`src/rtl/sha_pkg.sv`:
```
// Shared types, constants and SHA-256 functions for the block compressor.
package sha_pkg;

  localparam int WORD_W       = 32;
  localparam int BLOCK_WORDS  = 16;
  localparam int DIGEST_WORDS = 8;
  localparam int ROUNDS       = 64;

  localparam logic CMD_CONTINUE = 1'b0;
  localparam logic CMD_RELOAD   = 1'b1;

  typedef logic [WORD_W-1:0] word_t;

  typedef enum logic [1:0] {
    ST_LOAD,
    ST_START,
    ST_ROUND,
    ST_ADD
  } state_t;

  // Controller to datapath
  typedef struct packed {
    logic       shift_in;
    logic       first_word;
    logic       load_vars;
    logic       round_en;
    logic [5:0] rnd;
    logic       add_chain;
  } dp_cmd_t;

  // Datapath to controller
  typedef struct packed {
    logic emit_busy;
  } dp_stat_t;

  function automatic word_t init_hash(input logic [2:0] i);
    word_t h;
    case (i)
      3'd0:    h = 32'h6a09e667;
      3'd1:    h = 32'hbb67ae85;
      3'd2:    h = 32'h3c6ef372;
      3'd3:    h = 32'ha54ff53a;
      3'd4:    h = 32'h510e527f;
      3'd5:    h = 32'h9b05688c;
      3'd6:    h = 32'h1f83d9ab;
      default: h = 32'h5be0cd19;
    endcase
    return h;
  endfunction

  function automatic word_t round_k(input logic [5:0] t);
    word_t k;
    case (t)
      6'd0:  k = 32'h428a2f98;  6'd1:  k = 32'h71374491;
      6'd2:  k = 32'hb5c0fbcf;  6'd3:  k = 32'he9b5dba5;
      6'd4:  k = 32'h3956c25b;  6'd5:  k = 32'h59f111f1;
      6'd6:  k = 32'h923f82a4;  6'd7:  k = 32'hab1c5ed5;
      6'd8:  k = 32'hd807aa98;  6'd9:  k = 32'h12835b01;
      6'd10: k = 32'h243185be;  6'd11: k = 32'h550c7dc3;
      6'd12: k = 32'h72be5d74;  6'd13: k = 32'h80deb1fe;
      6'd14: k = 32'h9bdc06a7;  6'd15: k = 32'hc19bf174;
      6'd16: k = 32'he49b69c1;  6'd17: k = 32'hefbe4786;
      6'd18: k = 32'h0fc19dc6;  6'd19: k = 32'h240ca1cc;
      6'd20: k = 32'h2de92c6f;  6'd21: k = 32'h4a7484aa;
      6'd22: k = 32'h5cb0a9dc;  6'd23: k = 32'h76f988da;
      6'd24: k = 32'h983e5152;  6'd25: k = 32'ha831c66d;
      6'd26: k = 32'hb00327c8;  6'd27: k = 32'hbf597fc7;
      6'd28: k = 32'hc6e00bf3;  6'd29: k = 32'hd5a79147;
      6'd30: k = 32'h06ca6351;  6'd31: k = 32'h14292967;
      6'd32: k = 32'h27b70a85;  6'd33: k = 32'h2e1b2138;
      6'd34: k = 32'h4d2c6dfc;  6'd35: k = 32'h53380d13;
      6'd36: k = 32'h650a7354;  6'd37: k = 32'h766a0abb;
      6'd38: k = 32'h81c2c92e;  6'd39: k = 32'h92722c85;
      6'd40: k = 32'ha2bfe8a1;  6'd41: k = 32'ha81a664b;
      6'd42: k = 32'hc24b8b70;  6'd43: k = 32'hc76c51a3;
      6'd44: k = 32'hd192e819;  6'd45: k = 32'hd6990624;
      6'd46: k = 32'hf40e3585;  6'd47: k = 32'h106aa070;
      6'd48: k = 32'h19a4c116;  6'd49: k = 32'h1e376c08;
      6'd50: k = 32'h2748774c;  6'd51: k = 32'h34b0bcb5;
      6'd52: k = 32'h391c0cb3;  6'd53: k = 32'h4ed8aa4a;
      6'd54: k = 32'h5b9cca4f;  6'd55: k = 32'h682e6ff3;
      6'd56: k = 32'h748f82ee;  6'd57: k = 32'h78a5636f;
      6'd58: k = 32'h84c87814;  6'd59: k = 32'h8cc70208;
      6'd60: k = 32'h90befffa;  6'd61: k = 32'ha4506ceb;
      6'd62: k = 32'hbef9a3f7;  default: k = 32'hc67178f2;
    endcase
    return k;
  endfunction

  function automatic word_t rotr(input word_t x, input int n);
    return (x >> n) | (x << (WORD_W - n));
  endfunction

  function automatic word_t small_s0(input word_t x);
    return rotr(x, 7) ^ rotr(x, 18) ^ (x >> 3);
  endfunction

  function automatic word_t small_s1(input word_t x);
    return rotr(x, 17) ^ rotr(x, 19) ^ (x >> 10);
  endfunction

  function automatic word_t big_s0(input word_t x);
    return rotr(x, 2) ^ rotr(x, 13) ^ rotr(x, 22);
  endfunction

  function automatic word_t big_s1(input word_t x);
    return rotr(x, 6) ^ rotr(x, 11) ^ rotr(x, 25);
  endfunction

  function automatic word_t choose(input word_t x, input word_t y, input word_t z);
    return (x & y) ^ (~x & z);
  endfunction

  function automatic word_t majority(input word_t x, input word_t y, input word_t z);
    return (x & y) ^ (x & z) ^ (y & z);
  endfunction

endpackage

```
`src/rtl/sha_ctrl.sv`:
```
// Sequencer for word loading, the 64 rounds and the chain update.
module sha_ctrl (
  input  logic              clk,
  input  logic              rst_n,
  input  logic              in_tvalid,
  output logic              in_tready,
  input  sha_pkg::dp_stat_t stat,
  output sha_pkg::dp_cmd_t  cmd
);

  sha_pkg::state_t state_r, state_nxt;
  logic [3:0] word_cnt_r, word_cnt_nxt;
  logic [5:0] rnd_r, rnd_nxt;
  logic       accept;

  always_ff @(posedge clk) begin
    if (!rst_n) begin
      state_r    <= sha_pkg::ST_LOAD;
      word_cnt_r <= '0;
      rnd_r      <= '0;
    end else begin
      state_r    <= state_nxt;
      word_cnt_r <= word_cnt_nxt;
      rnd_r      <= rnd_nxt;
    end
  end

  always_comb begin
    state_nxt    = state_r;
    word_cnt_nxt = word_cnt_r;
    rnd_nxt      = rnd_r;
    in_tready    = 1'b0;
    accept       = 1'b0;
    cmd          = '0;
    cmd.rnd      = rnd_r;
    cmd.first_word = (word_cnt_r == 4'd0);
    case (state_r)
      sha_pkg::ST_LOAD: begin
        in_tready    = 1'b1;
        accept       = in_tvalid;
        cmd.shift_in = accept;
        if (accept) begin
          word_cnt_nxt = word_cnt_r + 4'd1;
          if (word_cnt_r == 4'(sha_pkg::BLOCK_WORDS - 1)) begin
            state_nxt = sha_pkg::ST_START;
          end
        end
      end
      sha_pkg::ST_START: begin
        // hold until the previous digest has gone, the chain is read there
        rnd_nxt = '0;
        if (!stat.emit_busy) begin
          cmd.load_vars = 1'b1;
          state_nxt     = sha_pkg::ST_ROUND;
        end
      end
      sha_pkg::ST_ROUND: begin
        cmd.round_en = 1'b1;
        rnd_nxt      = rnd_r + 6'd1;
        if (rnd_r == 6'(sha_pkg::ROUNDS - 1)) begin
          state_nxt = sha_pkg::ST_ADD;
        end
      end
      sha_pkg::ST_ADD: begin
        cmd.add_chain = 1'b1;
        state_nxt     = sha_pkg::ST_LOAD;
      end
      default: begin
        state_nxt = sha_pkg::ST_LOAD;
      end
    endcase
  end

endmodule

```
`src/rtl/sha_dp.sv`:
```
// Schedule window, working variables, chain value and digest output register.
module sha_dp (
  input  logic              clk,
  input  logic              rst_n,
  input  sha_pkg::dp_cmd_t  cmd,
  output sha_pkg::dp_stat_t stat,
  input  logic              in_command,
  input  sha_pkg::word_t    in_word,
  output logic              out_valid,
  input  logic              out_ready,
  output sha_pkg::word_t    out_word,
  output logic [2:0]        out_index,
  output logic              out_last
);

  sha_pkg::word_t win_r   [sha_pkg::BLOCK_WORDS];
  sha_pkg::word_t win_nxt [sha_pkg::BLOCK_WORDS];
  sha_pkg::word_t v_r     [sha_pkg::DIGEST_WORDS];
  sha_pkg::word_t v_nxt   [sha_pkg::DIGEST_WORDS];
  sha_pkg::word_t chain_r   [sha_pkg::DIGEST_WORDS];
  sha_pkg::word_t chain_nxt [sha_pkg::DIGEST_WORDS];
  logic           reload_r, reload_nxt;
  logic           out_valid_r, out_valid_nxt;
  logic [2:0]     out_idx_r, out_idx_nxt;
  sha_pkg::word_t sched_new, t1, t2, push_word;

  always_ff @(posedge clk) begin
    win_r <= win_nxt;
    if (!rst_n) begin
      for (int i = 0; i < sha_pkg::DIGEST_WORDS; i++) begin
        chain_r[i] <= sha_pkg::init_hash(3'(i));
        v_r[i]     <= '0;
      end
      reload_r    <= 1'b0;
      out_valid_r <= 1'b0;
      out_idx_r   <= '0;
    end else begin
      chain_r     <= chain_nxt;
      v_r         <= v_nxt;
      reload_r    <= reload_nxt;
      out_valid_r <= out_valid_nxt;
      out_idx_r   <= out_idx_nxt;
    end
  end

  always_comb begin
    // next schedule word W[t+16] from the window holding W[t..t+15]
    sched_new = sha_pkg::small_s1(win_r[14]) + win_r[9]
              + sha_pkg::small_s0(win_r[1]) + win_r[0];
    t1 = v_r[7] + sha_pkg::big_s1(v_r[4]) + sha_pkg::choose(v_r[4], v_r[5], v_r[6])
       + sha_pkg::round_k(cmd.rnd) + win_r[0];
    t2 = sha_pkg::big_s0(v_r[0]) + sha_pkg::majority(v_r[0], v_r[1], v_r[2]);
    push_word = cmd.shift_in ? in_word : sched_new;

    win_nxt = win_r;
    if (cmd.shift_in || cmd.round_en) begin
      for (int i = 0; i < sha_pkg::BLOCK_WORDS - 1; i++) begin
        win_nxt[i] = win_r[i+1];
      end
      win_nxt[sha_pkg::BLOCK_WORDS-1] = push_word;
    end

    // defer the reload to the start of compression, the chain may still be draining
    reload_nxt = reload_r;
    if (cmd.shift_in && cmd.first_word) begin
      reload_nxt = (in_command == sha_pkg::CMD_RELOAD);
    end else if (cmd.load_vars) begin
      reload_nxt = 1'b0;
    end

    v_nxt     = v_r;
    chain_nxt = chain_r;
    if (cmd.load_vars) begin
      for (int i = 0; i < sha_pkg::DIGEST_WORDS; i++) begin
        v_nxt[i]     = reload_r ? sha_pkg::init_hash(3'(i)) : chain_r[i];
        chain_nxt[i] = reload_r ? sha_pkg::init_hash(3'(i)) : chain_r[i];
      end
    end else if (cmd.round_en) begin
      for (int i = 1; i < sha_pkg::DIGEST_WORDS; i++) begin
        v_nxt[i] = v_r[i-1];
      end
      v_nxt[4] = v_r[3] + t1;
      v_nxt[0] = t1 + t2;
    end else if (cmd.add_chain) begin
      for (int i = 0; i < sha_pkg::DIGEST_WORDS; i++) begin
        chain_nxt[i] = chain_r[i] + v_r[i];
      end
    end

    out_valid_nxt = out_valid_r;
    out_idx_nxt   = out_idx_r;
    if (cmd.add_chain) begin
      out_valid_nxt = 1'b1;
      out_idx_nxt   = '0;
    end else if (out_valid_r && out_ready) begin
      out_idx_nxt = out_idx_r + 3'd1;
      if (out_idx_r == 3'(sha_pkg::DIGEST_WORDS - 1)) begin
        out_valid_nxt = 1'b0;
      end
    end
  end

  assign stat.emit_busy = out_valid_r;
  assign out_valid      = out_valid_r;
  assign out_word       = chain_r[out_idx_r];
  assign out_index      = out_idx_r;
  assign out_last       = (out_idx_r == 3'(sha_pkg::DIGEST_WORDS - 1));

endmodule

```
`src/rtl/sha256_block_compressor_top.sv`:
```
// SHA-256 block compressor: top level joining sequencer and datapath.
//
// Input stream: sixteen 32-bit words per padded 512-bit block, big-endian,
// in in_tdata. in_tuser on a block's first word selects the chain: 0 keeps
// the running value, 1 restarts from the standard initial hash. in_tuser on
// the other fifteen words is ignored.
// Output stream: after each block, eight chain words, most significant
// first, in out_tdata, with the word index in out_tuser and tlast on the
// eighth.
// Timing: words load at one per cycle while the block is loading. After the
// sixteenth word a set-up step, the 64 rounds at one per cycle through a single
// round unit, and a chain-update step follow. Words of the next block are
// taken only once the previous block has been compressed and added into the
// chain.
// The digest drains from the chain registers while the next block loads; if
// the receiver stalls, compression of that next block waits until the last
// digest word has gone, and no further words are taken meanwhile.
// Reset sets the chain to the initial hash and clears the word count and the
// output register.
module sha256_block_compressor_top (
  input  logic        clk,
  input  logic        rst_n,
  input  logic        in_tvalid,
  output logic        in_tready,
  input  logic [31:0] in_tdata,   // [31:0] message_word
  input  logic        in_tuser,   // [0] command
  output logic        out_tvalid,
  input  logic        out_tready,
  output logic [31:0] out_tdata,  // [31:0] digest_word
  output logic [2:0]  out_tuser,  // [2:0] word_index
  output logic        out_tlast
);

  sha_pkg::dp_cmd_t  cmd;
  sha_pkg::dp_stat_t stat;

  sha_ctrl u_ctrl (
    .clk       (clk),
    .rst_n     (rst_n),
    .in_tvalid (in_tvalid),
    .in_tready (in_tready),
    .stat      (stat),
    .cmd       (cmd)
  );

  sha_dp u_dp (
    .clk        (clk),
    .rst_n      (rst_n),
    .cmd        (cmd),
    .stat       (stat),
    .in_command (in_tuser),
    .in_word    (in_tdata),
    .out_valid  (out_tvalid),
    .out_ready  (out_tready),
    .out_word   (out_tdata),
    .out_index  (out_tuser),
    .out_last   (out_tlast)
  );

  // chain must not be reloaded while a digest is still draining from it
  assert property (@(posedge clk) disable iff (!rst_n)
    cmd.load_vars |-> !out_tvalid)
    else $error("working variables loaded while digest still draining");

  // a digest run always starts at word index zero
  assert property (@(posedge clk) disable iff (!rst_n)
    $rose(out_tvalid) |-> (out_tuser == 3'd0))
    else $error("digest run did not start at index zero");

  // no input word is taken while the rounds run
  assert property (@(posedge clk) disable iff (!rst_n)
    cmd.round_en |-> !in_tready)
    else $error("input ready during compression rounds");

  // a digest run is not cut short once it has started
  assert property (@(posedge clk) disable iff (!rst_n)
    (out_tvalid && out_tready && !out_tlast) |=> out_tvalid)
    else $error("digest run ended before the last word");

endmodule

```
`config.mk`:
```
export PLATFORM = sky130hd
export DESIGN_NAME = sha256_block_compressor_top
export DESIGN_NICKNAME = d
export VERILOG_FILES = /design/src/rtl/sha_pkg.sv /design/src/rtl/sha_ctrl.sv /design/src/rtl/sha_dp.sv /design/src/rtl/sha256_block_compressor_top.sv
export SDC_FILE = /design/constraint.sdc
export NUM_CORES = 2
export LEC_CHECK = 0
export BUFFER_PORTS_ARGS = -buffer_cell sky130_fd_sc_hd__buf_2
export CAP_MARGIN = 25
export CORE_ASPECT_RATIO = 1.4
export CORE_MARGIN = 5
export CORE_UTILIZATION = 30
export DETAILED_ROUTE_END_ITERATION = 12
export PLACE_DENSITY = 0.41
export SETUP_SLACK_MARGIN = 0.05
export SYNTH_ARGS = -nofsm -noshare
export SYNTH_HDL_FRONTEND = slang
export SYNTH_HIERARCHICAL = 1
export SYNTH_SLANG_ARGS = --single-unit
```
`constraint.sdc`:
```
create_clock -name clk -period 10.7 [get_ports clk]
set_input_delay 0.535 -clock clk [delete_from_list [all_inputs] [get_ports clk]]
set_output_delay 0.535 -clock clk [all_outputs]
set_load 0.05 [all_outputs]
```
==> results by group <==
Timing
  – Final period utilization: 84.6%
  – Slew headroom: 14.6%
  – Max Slew Vio Count: 0
  – Crit path time final: 9.05 ns
  – Least-Margin Pin Slew: 1.28 ns
  – Setup TNS: 0 ns
  – Max Clk Rate: 110 MHz
  – Worst clock skew: 0.0565 ns
  – RSZ-0062 raised after global routing: no
  – Worst setup margin: 1.65 ns
  – Final hold vios: 0
  – # setup viols final: 0

Synthesis
  – Cells after synthesis: 6,841
  – Mapped Area: 66,600 sq um
  – Ys Warns: 6
  – Yosys cell types: 106
  – Main synth FF type: dfxtp_1
  – Sequential-to-total area share from yosys stat: 39.0%
  – Post-synth ARST share: 0%
  – Syn_nets: 7,473
  – Register bit count reported by yosys: 1,041
  – Post-synth EDFFs: 512
  – Syn_area_per_cell: 9.73 sq um

Layout
  – Share of layout cells above drive strength 1: 8.44%
  – Commonest non-fill, non-tap cell in the layout: nor2_1
  – # nets final: 7,409
  – Highest-count cells in the layout ignoring fill and taps: nor2_1, dfxtp_1, edfxtp_1, inv_1, a21oi_1
  – Fill cells: 22,600
  – Area Overhead vs Synth: 11.6%
  – Design area: 74,300 sq um

Worst setup path
  – CP delay by family, top: compound AO/OA/AOI/OAI gates
  – Crit path max-delay cell type: o311ai_1
  – CP Launch Type: register
  – Buf+Inv Stages, Crit Path: 5
  – Arrival @ worst endpoint: 9.75 ns
  – Required @ worst endpoint: 11.39 ns
  – Crit path capture type: register
  – Crit path largest cell delay: 0.69 ns
  – Crit path kind: reg -> reg
  – Crit-path max FO: 13
  – Most used cell, CP: a21o_1

Pwr
  – Maximum vdd ir drop: 0.302 mV
  – Reg power frac: 20.5%
  – Clock share of power: 15.2%
  – Int Power: 14.5 mW
  – Combinational Power Share: 64.3%
  – Cell Pwr Density: 375 nW/um^2
  – Switching Fraction: 47.9%
  – Tot Pwr: 27.9 mW
  – P_leak: 30.1 nW
  – Switching power total: 13.4 mW

Clock network
  – CTS tree: done
  – Clock Sinks: 1,041
  – # resized after CTS: 0
  – Worst skew pair latency: 0.78 ns
  – Max Buffers Root-to-Sink: 3
  – Total clock buffers created by CTS: 119
  – # H-tree levels: 3
  – Post-CTS Setup Inserts: 0
  – CTS Root Cell: clkbuf_16
  – Clk slew on worst S/H paths: 0.06 ns

Routing
  – Final ANT Viol Nets: 0
  – Residual DRC: 0
  – Vias per cell: 5.30
  – DR WL/cell: 26.6 um
  – Via Count: 51,800
  – First-iteration detailed-routing DRC count: 3,624
  – Routed WL: 260,000 um
  – DRT Pass-1 Iters: 5

Outcome
  – Outcome: finished clean

Die
  – Die area: 232,000 sq um
  – Die X-Extent: 408 um
  – Starting Density: 30.2%
  – Die Span Y: 567 um
  – # rows: 204
  – IO Pins: 75
  – Area of the core: 221,000 sq um

GRT
  – Vias in the first global route: 51,900
  – GR Overflow Total: 0
  – Total GRT Usage: 21.7%
  – Initial antenna violation count: 10
  – Pin count of the biggest net entering global routing: 182
  – First-pass GRT wire length: 373,000 um

Placed design
  – GPL Wtd Cong: 0.898
  – Dpl cell area: 70,200 sq um
  – Worst slack, placed: 1.64 ns
  – Hpwl dp: 195,000 um
  – I/O Buffers: 74

Min path
  – Worst hold path type: in -> reg

Flow run
  – Max cap viols: 0
metal layers:
layer  GRT usage (%)  share of wire, %
met5               0                 0
met4            9.14               4.7
met3            1.60               2.7
met2            40.5                52
met1            25.6                41
worst register-to-register path, delay by kind of cell (launching register included):
family	cells	cell delay (ns)
adder cells (fa/ha/maj)	5	2.36
flip-flops	1	0.31
multiplexers	2	0.56
XOR/XNOR	2	0.36
buffers and inverters	5	0.71
AND/OR/NAND/NOR	5	0.76
AO/OA/AOI/OAI	17	3.96
area by class of cell:
type / count / area, sq um / share of cell area [%]
inverter: 495 / 1880 / 2.52
antenna: 2 / 5.00 / 0.00674
sequential: 1041 / 26000 / 35.0
clock inverter: 63 / 686 / 0.923
clock buffer: 163 / 3300 / 4.45
tap: 2884 / 3610 / 4.86
multi-input combinational: 4924 / 37400 / 50.4
timing repair buffer: 196 / 1410 / 1.90
power groups by stage:
stage	logic, mW	registers, mW	clock network, mW
2_1_floorplan	13.0	5.51	0
3_3_place_gp	17.8	5.80	0
3_5_place_dp	17.8	5.81	0
4_1_cts	18.0	5.73	4.38
5_1_grt	19.9	5.77	4.52
6_report	17.9	5.72	4.23
state kept, by name, indices dropped and copies added (netlist names):
| signal | cells |
|---|---|
| u_ctrl/rnd_r | 6 |
| u_dp/out_index | 3 |
| u_dp/out_valid | 1 |
| u_dp/v_r | 256 |
| u_dp/reload_r | 1 |
| u_ctrl/word_cnt_r | 4 |
| u_dp/win_r | 512 |
| u_dp/chain_r | 256 |
| u_ctrl/state_r | 2 |
cells by family after synthesis:
| logic type | synth area share [%] |
|---|---|
| multiplexers | 6.64 |
| buffers and inverters | 4.95 |
| flip-flops | 39.0 |
| AND/OR/NAND/NOR | 10.6 |
| AO/OA/AOI/OAI | 17.9 |
| XOR/XNOR | 7.46 |
| adder cells (fa/ha/maj) | 13.4 |
metrics by stage:
step / instances / util, % / hold slack, ns
2_1_floorplan: 6841 / - / 0.400
3_3_place_gp: 9522 / 31.8 / 0.401
3_5_place_dp: 9528 / 31.8 / 0.405
4_1_cts: 9766 / 33.6 / 0.000675
5_1_grt: 9767 / 33.6 / 0.0471
6_report: 9768 / 33.6 / 0.0750
path summary, 6_finish.rpt:
kind / start / endpoint / slack [ns] / depth (start not counted)
setup / recovery: u_ctrl/rnd_r[0] / u_dp/v_r[253] / 1.65 / 36
hold / removal: in_tdata[30] / u_dp/win_r[30] / 0.07 / 3
setup reg to reg: u_ctrl/rnd_r[0] / u_dp/v_r[253] / 1.65 / 36
hold reg to reg: u_dp/win_r[294] / u_dp/win_r[326] / 0.41 / 0
timing repair:
action / 4_1_cts / 5_1_grt
hold buffers: 12 / 0
setup endpoints to repair: 0 / 0
hold endpoints to repair: 13 / 0
Yosys cell counts, drive strengths merged (18+ instances only):
master	n	area, sq um
o21bai	42	315
a211oi	44	350
nor2	586	2200
inv	494	1850
o311a	108	1080
and3	31	194
mux4	74	1670
o211ai	67	508
xnor2	336	2950
dfxtp	529	10600
buf	54	209
nand2	452	1700
nor2b	62	388
clkbuf	327	1230
or2	18	113
fa	195	3900
nor3	127	641
mux2	65	732
or3	35	219
nand3	141	706
nand2b	61	382
ha	400	5000
nand4	21	138
xor2	228	2000
o21a	63	473
a31oi	166	1070
a21o	189	1420
edfxtp	512	15400
o21ai	446	2240
mux2i	202	2020
o31ai	28	258
o311ai	25	219
a21boi	20	154
a21oi	480	2410
Power figures use the tool's default switching activity.
